## src/hw/rtl/csm_pkg.sv

```systemverilog
package csm_pkg;

    localparam int MAX_DIVISIONS = 255;
    localparam int IDX_W         = 19;
    localparam int K_W           = 9;
    localparam int SUMSQ_W       = 18;
    localparam int DIV_STEPS     = 34;
    localparam int SQ_STEPS      = 17;
    localparam int LANE_LAT      = 2 + DIV_STEPS + SQ_STEPS;
    localparam int FIFO_DEPTH    = 4;
    localparam int FIFO_AW       = $clog2(FIFO_DEPTH);
    localparam int NUM_FACES     = 6;

    localparam logic REG_DIVISIONS = 1'b0;
    localparam logic REG_RADIUS    = 1'b1;

    localparam logic [7:0]  DIVISIONS_RESET = 8'd16;
    localparam logic [15:0] RADIUS_RESET    = 16'd256;

    typedef logic signed [1:0] unit_t;

    localparam unit_t ORG_TAB [NUM_FACES][3] = '{
        '{-2'sd1, -2'sd1, -2'sd1}, '{ 2'sd1, -2'sd1, -2'sd1}, '{ 2'sd1, -2'sd1,  2'sd1},
        '{-2'sd1, -2'sd1,  2'sd1}, '{-2'sd1,  2'sd1, -2'sd1}, '{-2'sd1, -2'sd1,  2'sd1}
    };
    localparam unit_t RGT_TAB [NUM_FACES][3] = '{
        '{ 2'sd1,  2'sd0,  2'sd0}, '{ 2'sd0,  2'sd0,  2'sd1}, '{-2'sd1,  2'sd0,  2'sd0},
        '{ 2'sd0,  2'sd0, -2'sd1}, '{ 2'sd1,  2'sd0,  2'sd0}, '{ 2'sd1,  2'sd0,  2'sd0}
    };
    localparam unit_t UP_TAB [NUM_FACES][3] = '{
        '{ 2'sd0,  2'sd1,  2'sd0}, '{ 2'sd0,  2'sd1,  2'sd0}, '{ 2'sd0,  2'sd1,  2'sd0},
        '{ 2'sd0,  2'sd1,  2'sd0}, '{ 2'sd0,  2'sd0,  2'sd1}, '{ 2'sd0,  2'sd0, -2'sd1}
    };

    typedef struct packed {
        logic             func;
        logic             err;
        logic             diag;
        logic [IDX_W-1:0] a;
        logic [K_W-1:0]   k;
        logic [2:0]       sgn;
    } csm_tag_t;

    typedef struct packed {
        csm_tag_t             tag;
        logic [2:0][7:0]      qabs;
        logic [SUMSQ_W-1:0]   sumsq;
    } csm_desc_t;

    function automatic logic signed [11:0] unit_mul(unit_t u, logic [9:0] v);
        logic signed [11:0] r;
        unique case (u)
            2'sd1:   r = $signed({2'b00, v});
            -2'sd1:  r = -$signed({2'b00, v});
            default: r = '0;
        endcase
        return r;
    endfunction

endpackage

```

## src/hw/rtl/csm_front.sv

```systemverilog
module csm_front (
    input  logic                clk,
    input  logic                rst_n,
    input  logic [7:0]          divisions,
    input  logic                in_valid,
    output logic                in_ready,
    input  logic                func,
    input  logic [2:0]          face,
    input  logic [7:0]          row,
    input  logic [7:0]          col,
    output logic                push,
    input  logic                push_ready,
    output csm_pkg::csm_desc_t  desc
);
    import csm_pkg::*;

    logic               fv_reg;
    logic               fv_next;
    csm_desc_t          desc_reg;
    csm_desc_t          desc_next;
    logic [7:0]         d;
    logic [7:0]         half;
    logic [K_W-1:0]     k;
    logic [2:0]         fidx;
    logic               bad_face;
    logic [11:0]        fk;
    logic [20:0]        a_full;
    logic signed [11:0] q [3];
    logic [11:0]        qmag [3];
    logic [15:0]        sq [3];

    always_comb
    begin
        d = divisions;
        if (d == 8'd0)
            d = 8'd1;
        if (10'(d) > 10'(MAX_DIVISIONS))
            d = 8'(MAX_DIVISIONS);
        half     = d >> 1;
        k        = {1'b0, d} + 9'd1;
        bad_face = face > 3'(NUM_FACES - 1);
        fidx     = bad_face ? 3'd0 : face;
        fk       = 12'(face) * 12'(k);
        a_full   = 21'(fk + 12'(row)) * 21'(k) + 21'(col);

        for (int c = 0; c < 3; c++)
        begin
            q[c] = unit_mul(ORG_TAB[fidx][c], {2'b00, d})
                 + unit_mul(RGT_TAB[fidx][c], {1'b0, col, 1'b0})
                 + unit_mul(UP_TAB[fidx][c], {1'b0, row, 1'b0});
            qmag[c] = q[c][11] ? 12'(-q[c]) : 12'(q[c]);
            sq[c]   = qmag[c][7:0] * qmag[c][7:0];
        end

        desc_next.tag.func = func;
        if (func)
            desc_next.tag.err = bad_face || row >= d || col >= d;
        else
            desc_next.tag.err = bad_face || row > d || col > d;
        desc_next.tag.diag = (row < half) != (col < half);
        desc_next.tag.a    = a_full[IDX_W-1:0];
        desc_next.tag.k    = k;
        desc_next.tag.sgn  = {q[2][11], q[1][11], q[0][11]};
        desc_next.qabs     = {qmag[2][7:0], qmag[1][7:0], qmag[0][7:0]};
        desc_next.sumsq    = SUMSQ_W'(sq[0]) + SUMSQ_W'(sq[1]) + SUMSQ_W'(sq[2]);

        in_ready = !fv_reg || push_ready;
        fv_next  = fv_reg;
        if (in_ready)
            fv_next = in_valid;
    end

    always_ff @(posedge clk or negedge rst_n)
    begin
        if (!rst_n)
            fv_reg <= 1'b0;
        else
            fv_reg <= fv_next;
    end

    always_ff @(posedge clk)
    begin
        if (in_ready && in_valid)
            desc_reg <= desc_next;
    end

    assign push = fv_reg;
    assign desc = desc_reg;

endmodule

```

## config.mk

```make
export PLATFORM = sky130hd
export DESIGN_NAME = csm_front
export DESIGN_NICKNAME = d
export VERILOG_FILES = /design/src/hw/rtl/csm_pkg.sv /design/src/hw/rtl/csm_front.sv
export SDC_FILE = /design/constraint.sdc
export NUM_CORES = 1
export LEC_CHECK = 0
export ABC_AREA = 1
export BUFFER_PORTS_ARGS = -buffer_cell sky130_fd_sc_hd__buf_2
export CAP_MARGIN = 10
export CELL_PAD_IN_SITES_DETAIL_PLACEMENT = 1
export CELL_PAD_IN_SITES_GLOBAL_PLACEMENT = 2
export CORE_ASPECT_RATIO = 1.4
export CORE_MARGIN = 4
export CORE_UTILIZATION = 35
export DETAILED_ROUTE_END_ITERATION = 10
export PLACE_DENSITY_LB_ADDON = 0.1
export SKIP_LAST_GASP = 1
export SLEW_MARGIN = 5
export SYNTH_ARGS = -nofsm -noshare
export SYNTH_HDL_FRONTEND = slang
export SYNTH_SLANG_ARGS = --single-unit
```

## constraint.sdc

```tcl
create_clock -name clk -period 10.13 [get_ports clk]
set_clock_uncertainty 0.1 [all_clocks]
set_input_delay 1.5195 -clock clk [delete_from_list [all_inputs] [get_ports clk]]
set_output_delay 1.5195 -clock clk [all_outputs]
set_load 0.05 [all_outputs]
```

==> results.toml <==
[outcome]
outcome = "finished clean"

[grt]
grt_pass1_vias = 16115
grt_first_pass_wirelength_mm = 86.1
grt_usage_pct = 22.3
grt-ovfl-total = 0
grt_max_degree = 74
antenna_found_initial = 1

[cells_and_area]
syn2layout_area_growth_pct = 24.5
largest_register_ff_count = 73
design_area_mm2 = 0.0202
finalNetCount = 2801
drive_gt1_share_pct = 23.5
antenna_cells = 0

[die]
dieArea_mm2 = 0.0499
die_y_um = 263
io_pins = 110
die_w_um = 190
coreArea_mm2 = 0.0460
fp-row-count = 93
initial_utilization_pct = 35.3

[cts]
clock_latency_ns = 0.37
cts.reportedPaths.clkPinSlew_ns = 0.07
postCtsHoldBufs = 0
clockBufferDepth = 2
cts_made_buffers = 9
htreeDepth = 3
cts_tree = "built"
clock-sinks = 74
cts_root_buf = "clkbuf_16"

[drt]
via_count = 14001
drc = 0
wire_per_inst_um = 18.4
wl_met3_mm = 1.11
routed_via_density = 4.74
top_layer_used = "met4"
drtPass1Iterations = 4
drt_iter0_markers = 371
finalWirelength_mm = 54.3
wl_met2_mm = 31.2
drt-met1-wl_mm = 19.5
postRouteAntennaNets = 0

[timing]
min_period_over_period_pct = 96.0
finalHoldViolations = 0
relSlewSlack_pct = 25.7
period_minus_slack_ns = 9.73
tightest_slew_ns = 1.11
worst_slack_ns = 0.402
whs_ns = 0.482
maxSlewViolCount = 0
clock.fmax_ghz = 0.103
setup_viol = 0

[critical_path]
startpoint_type = "primary input"
cp.required_ns = 10.15
crit_type = "primary input to flip-flop"
r2r_setup_slack_ns = 8.16
path_common_cell = "fa_1"
rr_worst_depth = 2
cpLargestDelayFamily = "adder cells"
end_kind = "flip-flop"
r2r-start = "push"
cp_slowest_cell = "fa_1"
cp_num_buf_inv = 7
worstReg2RegEnd = "desc[59]"
critPathArrivalTime_ns = 9.75
slowest_delay_ns = 0.57
worstPathMaxFanout = 3

[logic_synthesis]
yosysUniqueCellTypes = 50
seq_area_frac_synth_pct = 13.7
synthXorXnorAreaFrac_pct = 4.24
synthesis.area_mm2 = 0.0162
synthAdderAreaFrac_pct = 44.8
synthMuxAreaShare_pct = 0
ys_warn_count = 0
syn_avg_cell_area_um2 = 8.23
ys.flop_type = "edfxtp_1"
synth-compound-area-share_pct = 6.10
ys_ff_latch = 74
synth_edf_count = 73
synth_top_family_by_area = "adder cells"
synth-simple-area-share_pct = 19.4
synth_cells = 1972
ys_async_sr_fraction_pct = 1.35

[min_path]
min_path_cells = 2
min_from = "push"
hold_class = "flip-flop to flip-flop"
min_delay_worst_endpoint = "push"

[placed_design]
dp_slack_ns = -0.442
port-buffer-count = 109
placed_cell_area_mm2 = 0.0195
routabilityCongestion = 0.879
dpl.hpwl_mm = 46.9

[flow_run]
maxCapViolCount = 0
synthesized netlist by cell type (all sizes together), types with 4 or more instances:
master,number,area [µm²]
inv,475,1800
nand2,393,1630
fa,236,4720
nor2,207,887
ha,204,2550
a21oi,79,395
nand3,74,425
edfxtp,73,2190
o21ai,57,319
xor2,56,498
xnor2,20,190
clkbuf,14,52.6
nand4,13,81.3
o22ai,12,75.1
nor3,11,55.1
buf,10,66.3
o21bai,7,52.6
nand3b,5,37.5
a31oi,4,25.0
o211ai,4,30.0
area by class of cell:
| type | instances | area, µm² |
|---|---|---|
| fillers | 5586 | 25800 |
| multi-input cells | 1400 | 12500 |
| repair buffers | 369 | 2570 |
| flip-flops and latches | 74 | 2220 |
| inverters | 475 | 1800 |
| well taps | 617 | 772 |
| clock buffers | 9 | 225 |
| clock inverters | 7 | 101 |
worst max-delay path by stage:
stage,from,end,slack (ns),cells after the start
2_1_floorplan,divisions[5],desc[15],0.01,45
3_3_place_gp,divisions[7],desc[17],-0.32,42
3_5_place_dp,divisions[7],desc[16],-0.44,40
4_1_cts,divisions[3],desc[15],-0.004,45
5_1_grt,divisions[3],desc[15],-0.11,46
6_report,divisions[0],desc[12],0.40,40
layout by cell type, fill, tap and decap left out, drive strengths merged, types with 56 or more instances in the layout:
master and count:
a21oi 79, nand2 393, inv 477, ha 204
fa 236, xor2 56, buf 368, o21ai 57
nor2 207, nand3 74, edfxtp 73
worst min-delay path, stage by stage (launching register included):
cell and delay (ns):
dfrtp_1 0.41, nand2_1 0.09, nand2_1 0.06
what timing repair did:
item,4_1_cts,5_1_grt
resized for setup,3,85
setup buffers,0,6
setup endpoints to repair,3,10
pin swaps,0,28
per-stage QoR:
stage,util [%],instances,setup TNS (ns)
CTS,43.1,2945,-0.00421
detailed placement,42.3,2929,-2.94
global placement,42.3,2929,-1.73
global route,44.0,2951,-0.141
finish,44.0,2951,0
floorplan,-,1973,0
routing by layer:
layer,track usage (%),vias up
met1,23.2,6978
met3,1.86,86
met2,44.6,182
li1,-,6755
met5,0,-
met4,9.82,0
logic make-up (layout without fill, tap and decap cells):
kind of cell               after synthesis  in the layout
and+or+nand+nor                        707            707
buffers and inverters                  499            860
adders and majority gates              440            440
AOI/OAI and AO/OA                      175            175
xor gates and xnor gates                76             76
DFF                                     74             74
other                                    1              2
Power is left out: the tool's default activity adds up to more than one toggle a clock period on the data nets, which glitch-free logic cannot reach.
