File: src/hw/rtl/csm_pkg.sv
package csm_pkg;

    localparam int MAX_DIVISIONS = 255;
    localparam int IDX_W         = 19;
    localparam int K_W           = 9;
    localparam int SUMSQ_W       = 18;
    localparam int DIV_STEPS     = 34;
    localparam int SQ_STEPS      = 17;
    localparam int LANE_LAT      = 2 + DIV_STEPS + SQ_STEPS;
    localparam int FIFO_DEPTH    = 4;
    localparam int FIFO_AW       = $clog2(FIFO_DEPTH);
    localparam int NUM_FACES     = 6;

    localparam logic REG_DIVISIONS = 1'b0;
    localparam logic REG_RADIUS    = 1'b1;

    localparam logic [7:0]  DIVISIONS_RESET = 8'd16;
    localparam logic [15:0] RADIUS_RESET    = 16'd256;

    typedef logic signed [1:0] unit_t;

    localparam unit_t ORG_TAB [NUM_FACES][3] = '{
        '{-2'sd1, -2'sd1, -2'sd1}, '{ 2'sd1, -2'sd1, -2'sd1}, '{ 2'sd1, -2'sd1,  2'sd1},
        '{-2'sd1, -2'sd1,  2'sd1}, '{-2'sd1,  2'sd1, -2'sd1}, '{-2'sd1, -2'sd1,  2'sd1}
    };
    localparam unit_t RGT_TAB [NUM_FACES][3] = '{
        '{ 2'sd1,  2'sd0,  2'sd0}, '{ 2'sd0,  2'sd0,  2'sd1}, '{-2'sd1,  2'sd0,  2'sd0},
        '{ 2'sd0,  2'sd0, -2'sd1}, '{ 2'sd1,  2'sd0,  2'sd0}, '{ 2'sd1,  2'sd0,  2'sd0}
    };
    localparam unit_t UP_TAB [NUM_FACES][3] = '{
        '{ 2'sd0,  2'sd1,  2'sd0}, '{ 2'sd0,  2'sd1,  2'sd0}, '{ 2'sd0,  2'sd1,  2'sd0},
        '{ 2'sd0,  2'sd1,  2'sd0}, '{ 2'sd0,  2'sd0,  2'sd1}, '{ 2'sd0,  2'sd0, -2'sd1}
    };

    typedef struct packed {
        logic             func;
        logic             err;
        logic             diag;
        logic [IDX_W-1:0] a;
        logic [K_W-1:0]   k;
        logic [2:0]       sgn;
    } csm_tag_t;

    typedef struct packed {
        csm_tag_t             tag;
        logic [2:0][7:0]      qabs;
        logic [SUMSQ_W-1:0]   sumsq;
    } csm_desc_t;

    function automatic logic signed [11:0] unit_mul(unit_t u, logic [9:0] v);
        logic signed [11:0] r;
        unique case (u)
            2'sd1:   r = $signed({2'b00, v});
            -2'sd1:  r = -$signed({2'b00, v});
            default: r = '0;
        endcase
        return r;
    endfunction

endpackage

File: src/hw/rtl/csm_fifo.sv
module csm_fifo (
    input  logic                clk,
    input  logic                rst_n,
    input  logic                wr_valid,
    output logic                wr_ready,
    input  csm_pkg::csm_desc_t  wr_data,
    output logic                rd_valid,
    input  logic                rd_ready,
    output csm_pkg::csm_desc_t  rd_data
);
    import csm_pkg::*;

    csm_desc_t          mem_reg [FIFO_DEPTH];
    logic [FIFO_AW-1:0] wp_reg;
    logic [FIFO_AW-1:0] wp_next;
    logic [FIFO_AW-1:0] rp_reg;
    logic [FIFO_AW-1:0] rp_next;
    logic [FIFO_AW:0]   cnt_reg;
    logic [FIFO_AW:0]   cnt_next;
    logic               wr;
    logic               rd;

    always_comb
    begin
        wr_ready = cnt_reg != (FIFO_AW+1)'(FIFO_DEPTH);
        rd_valid = cnt_reg != '0;
        wr       = wr_valid && wr_ready;
        rd       = rd_valid && rd_ready;
        wp_next  = wp_reg;
        rp_next  = rp_reg;
        cnt_next = cnt_reg;
        if (wr)
            wp_next = (wp_reg == FIFO_AW'(FIFO_DEPTH - 1)) ? '0 : wp_reg + 1'b1;
        if (rd)
            rp_next = (rp_reg == FIFO_AW'(FIFO_DEPTH - 1)) ? '0 : rp_reg + 1'b1;
        if (wr && !rd)
            cnt_next = cnt_reg + 1'b1;
        else if (rd && !wr)
            cnt_next = cnt_reg - 1'b1;
    end

    always_ff @(posedge clk or negedge rst_n)
    begin
        if (!rst_n)
        begin
            wp_reg  <= '0;
            rp_reg  <= '0;
            cnt_reg <= '0;
        end
        else
        begin
            wp_reg  <= wp_next;
            rp_reg  <= rp_next;
            cnt_reg <= cnt_next;
        end
    end

    always_ff @(posedge clk)
    begin
        if (wr)
            mem_reg[wp_reg] <= wr_data;
    end

    assign rd_data = mem_reg[rp_reg];

endmodule

File: config.mk
export PLATFORM = sky130hd
export DESIGN_NAME = csm_fifo
export DESIGN_NICKNAME = d
export VERILOG_FILES = /design/src/hw/rtl/csm_pkg.sv /design/src/hw/rtl/csm_fifo.sv
export SDC_FILE = /design/constraint.sdc
export NUM_CORES = 1
export LEC_CHECK = 0
export BUFFER_PORTS_ARGS = -buffer_cell sky130_fd_sc_hd__buf_2
export CORE_MARGIN = 2
export CORE_UTILIZATION = 55
export CTS_CLUSTER_SIZE = 40
export DETAILED_ROUTE_END_ITERATION = 8
export GPL_ROUTABILITY_DRIVEN = 0
export PLACE_DENSITY_LB_ADDON = 0.1
export RECOVER_POWER = 25
export SKIP_LAST_GASP = 1
export SLEW_MARGIN = 20
export SYNTH_ARGS = -nofsm -noshare
export SYNTH_HDL_FRONTEND = slang
export SYNTH_SLANG_ARGS = --single-unit
File: constraint.sdc
create_clock -name clk -period 3.2 [get_ports clk]
set_input_delay 0.16 -clock clk [delete_from_list [all_inputs] [get_ports clk]]
set_output_delay 0.16 -clock clk [all_outputs]
set_load 0.02 [all_outputs]
==> results.yml, run 1 <==
clock_network:
  path_clk_slew_ps: 60
  clock_sinks: 311
  cts_resized: 0
  cts_made_buffers: 30
  h-tree-depth: 1
  cts_tree: "done"
  cts_root_buf: "clkbuf_16"
  cts.path.max_buffers: 3
  clkLatencyLatePin_ps: 540
sta:
  maxSlewHeadroom_pct: 58.1
  setup_violations: 0
  period_minus_slack_ps: 2590
  hold_viol_final: 0
  skew_ps: 19.9
  final.hold.worst_slack_ps: 32.6
  worst_pin_slew_ps: 628
  finalMaxSlewViolations: 0
  rsz0062_at_grt: "false"
  fin_setup_tns_ps: 0
  max_freq_mhz: 387
  post-route-period-util_pct: 80.8
setup_path:
  r2r-start: "cnt_reg[0]"
  critPathArrivalTime_ps: 2430
  r2r_slack_ps: 940
  worstPathMaxFanout: 28
  critPathKind: "reg -> out"
  cp.required_ps: 3040
  r2r_end: "cnt_reg[2]"
  r2r_cells: 8
  crit_path_end_kind: "output pin"
  cp-start-kind: "register"
final_layout:
  fin_nets: 781
  drive_gt1_share_pct: 35.0
  synthToLayoutAreaGrowth_pct: 25.2
  final_cell_mix: "edfxtp_1, buf_2, dlygate4sd3_1"
  n_fill_cell: 1336
  layout_commonest_cell: "edfxtp_1"
  largest_reg_flops: 304
  diodes: 0
global_route:
  met2_usage_pct: 34.2
  grt_use_total_pct: 19.5
  grtUsageMet3_pct: 3.61
  grt_most_used_layer: "met2"
  grt_max_degree: 55
  grt_first_pass_wirelength_um: 32600
  first_global_vias: 5919
  grt_overflow: 0
  use_met1_pct: 25.6
  antenna_found_initial: 0
yosys:
  synthCells: 434
  synthTopCellsByArea: "edfxtp_1, mux4_2, dfrtp_1, ha_1, buf_2"
  ys_seq_area_share_pct: 81.7
  yosys_warnings: 0
  synth_fp_nets: 521
  avgSynthCellArea_um2: 26.2
  synth.largest_area_cell: "edfxtp_1"
  synth_cell_types: 19
  syn_area_mm2: 0.0114
  netlist.area_leader.share_pct: 80.2
  ys_ff_latch: 311
route:
  vias: 5391
  route.detailed.drc: 0
  drtPass1Iterations: 5
  drt_iter0_markers: 302
  ant_nets: 0
  viasPerCell: 5.46
  finalWirelength_um: 20500
  wl_per_cell_um: 20.8
run_status:
  status: "complete, no violations"
min_path:
  hp-class: "in -> reg"
  min_to: "rp_reg[1]"
  worstHoldStart: "rd_ready"
  worstHoldPathCells: 3
floorplanning:
  dieHeight_um: 148
  core_mm2: 0.0203
  ios: 158
  initial_core_util_pct: 56.1
  dieArea_mm2: 0.0219
  rows: 52
  die_w_um: 148
power:
  p_per_area_mw_per_mm2: 923
  power_mw: 13.2
  vdd_drop_max_mv: 0.609
  p_leak_nw: 4.84
place:
  portBuffers: 157
  dp_hpwl_um: 12100
job:
  max_cap_violations: 0
layer usage:
layer	vias to the layer above	part of all wire (%)
li1	2399	-
met1	2808	41
met2	148	53
met3	36	4.7
met4	0	2.1
met5	-	0
Yosys cell counts:
cell,n
and2_4,1
and3_2,4
buf_2,10
buf_6,3
clkbuf_1,5
dfrtp_1,7
edfxtp_1,304
fa_1,1
ha_1,6
inv_1,3
mux2_2,3
mux2_4,2
mux4_2,76
nand2_1,1
nor2_1,3
or3_2,1
or3b_4,1
xnor2_1,1
xor2_1,2
power by group:
| group | switching, mW | internal [mW] |
|---|---|---|
| sequential | 0.408 | 5.38 |
| clock | 1.37 | 1.93 |
| combinational | 2.28 | 1.80 |
metrics by stage:
stage	worst slack, ps	utilization [%]	area [um2]	instances
final	615	70.2	14300	988
after global routing	448	70.2	14300	988
after global placement	1070	62.1	12600	854
after floorplan	1030	-	11400	434
after detailed placement	986	62.1	12600	854
after CTS	532	70.5	14300	988
worst max-delay path by stage:
stage | startpoint | to | slack, ps | cells past startpoint
5_1_grt | rp_reg[0] | rd_data[12] | 450 | 3
3_5_place_dp | cnt_reg[0] | cnt_reg[2] | 990 | 8
4_1_cts | rp_reg[0] | rd_data[1] | 530 | 3
6_report | rp_reg[0] | rd_data[1] | 610 | 3
2_1_floorplan | cnt_reg[1] | cnt_reg[2] | 1030 | 8
3_3_place_gp | cnt_reg[1] | cnt_reg[2] | 1070 | 8
cell families (layout without fill, tap and decap cells):
group / after synthesis / in the layout / share of synthesized area, %
flip-flops: 311 / 311 / 81.7
adder cells (fa/ha/maj): 7 / 7 / 0.835
multiplexers: 81 / 81 / 15.6
buffers and inverters: 21 / 305 / 1.00
AND/OR/NAND/NOR: 11 / 11 / 0.637
XOR/XNOR: 3 / 3 / 0.231
timing repair:
| item | CTS | global route |
|---|---|---|
| endpoints found under the hold margin | 311 | 0 |
| endpoints found under the setup margin | 0 | 0 |
| setup buffers | 0 | 0 |
| hold buffers | 78 | 0 |
critical path: stages (launching register included):
cell     delay, ps
dfrtp_4        820
buf_4          340
mux4_2         530
buf_2          180
cell type report:
class	count	area, um2	area share [%]
Clock buffer	40	810	5.68
Timing Repair Buffer	246	1680	11.8
Inverter	3	11.3	0.0790
Tap cell	270	338	2.37
Clock inverter	16	123	0.860
Sequential cell	311	9310	65.3
Multi-Input combinational cell	102	1980	13.9
Power figures use the tool's default switching activity.
==> run 2, diff against run 1 <==
==> constraint.sdc (replaced) <==
create_clock -name clk -period 2.5 [get_ports clk]
set_input_delay 0.125 -clock clk [delete_from_list [all_inputs] [get_ports clk]]
set_output_delay 0.125 -clock clk [all_outputs]
set_load 0.02 [all_outputs]
==> run 2 against run 1 <==
Sequential cell count stayed put. Cell count is 0.51% higher. Die area stayed put. Critical endpoint is now rd_data[68]. Largest cell class unchanged.
==> results.yml, run 2 (synthesis gave the netlist of run 1 again) <==
run_status:
  status: "complete, no violations"
sta:
  hold_viol_final: 0
  maxSlewHeadroom_pct: 54.5
  final.hold.worst_slack_ps: 92.1
  post-route-period-util_pct: 94.8
  fin_setup_tns_ps: 0
  skew_ps: 9.97
  setup_violations: 0
  period_minus_slack_ps: 2370
  worst_pin_slew_ps: 682
  rsz0062_at_grt: "false"
  setup_ws_ps: 131
  max_freq_mhz: 422
  finalMaxSlewViolations: 0
route:
  wl_per_cell_um: 20.5
  drt_iter0_markers: 243
  drtPass1Iterations: 4
  viasPerCell: 5.41
  vias: 5375
  finalWirelength_um: 20300
  route.detailed.drc: 0
  ant_nets: 0
clock_network:
  cts_hold_repair.buffers: 79
  clock_sinks: 311
  cts_resized: 0
  clkLatencyLatePin_ps: 540
  post_cts_buffers: 0
  path_clk_slew_ps: 60
  cts.path.max_buffers: 3
  cts_root_buf: "clkbuf_16"
  cts_made_buffers: 31
  h-tree-depth: 1
  cts_tree: "done"
place:
  place_area_mm2: 0.0127
  dp_cells: 859
  dp_hpwl_um: 11900
  pre_cts_ws_ps: 233
  portBuffers: 157
global_route:
  grt_most_used_layer: "met2"
  use_met1_pct: 25.3
  grt_overflow: 0
  antenna_found_initial: 0
  met2_usage_pct: 32.9
  grtUsageMet3_pct: 4.29
  first_global_vias: 5869
  grt_use_total_pct: 19.0
  grt_first_pass_wirelength_um: 31600
  grt_max_degree: 44
floorplanning:
  rows: 52
  initial_core_util_pct: 56.1
  dieArea_mm2: 0.0219
  die_w_um: 148
  dieHeight_um: 148
  core_mm2: 0.0203
  ios: 158
setup_path:
  cp-start-kind: "register"
  critPathKind: "reg -> out"
  worstPathMaxFanout: 40
  r2r_slack_ps: 230
  critPathArrivalTime_ps: 2240
  crit_path_end_kind: "output pin"
  cp.required_ps: 2380
job:
  max_cap_violations: 0
final_layout:
  finalCoreUtilization_pct: 70.4
  largest_reg_flops: 304
  fin_cells: 993
  layout_commonest_cell: "edfxtp_1"
  synthToLayoutAreaGrowth_pct: 25.5
  drive_gt1_share_pct: 35.4
  final_cell_mix: "edfxtp_1, buf_2, dlygate4sd3_1"
  finalInstanceArea_mm2: 0.0143
  fin_nets: 788
  diodes: 0
power:
  p_per_area_mw_per_mm2: 1180
  vdd_drop_max_mv: 0.851
  power_mw: 16.8
  p_leak_nw: 4.86
min_path:
  hp-class: "in -> reg"
## run 2: where the power goes
group | total (mW) | switching, mW | internal [mW] | leakage, nW
Sequential | 7.35 | 0.462 | 6.89 | 2.86
Clock | 4.11 | 1.76 | 2.35 | 0.443
Combinational | 5.36 | 2.99 | 2.38 | 1.55
## run 2: layer usage
layer,vias up,part of all wire [%]
li1,2406,-
met1,2805,41
met2,134,52
met3,30,5.7
met4,0,1.6
met5,-,0
## run 2: critical path: stages (launching register included)
cell and delay [ps]:
dfrtp_4 860, buf_4 310, mux4_2 320, buf_2 180
## run 2: layout make-up
cell class	count	area (um2)
fill	1314	6010
clock buffer	37	798
clock inverter	18	105
timing repair buffer	252	1740
tap	270	338
sequential	311	9310
inverter	3	11.3
multi-input combinational	102	1980
## run 2: path summary, 6_finish.rpt
| kind | startpoint | end | cells after the start |
|---|---|---|---|
| worst max-delay path | rp_reg[1] | rd_data[68] | 3 |
| worst min-delay path | wr_valid | wp_reg[1] | 3 |
| worst max register to register | cnt_reg[1] | cnt_reg[2] | 8 |
| worst min register to register | cnt_reg[2] | cnt_reg[2] | 1 |
| max in group asynchronous | rst_n | rp_reg[1] | 3 |
| min in group asynchronous | rst_n | wp_reg[1] | 3 |
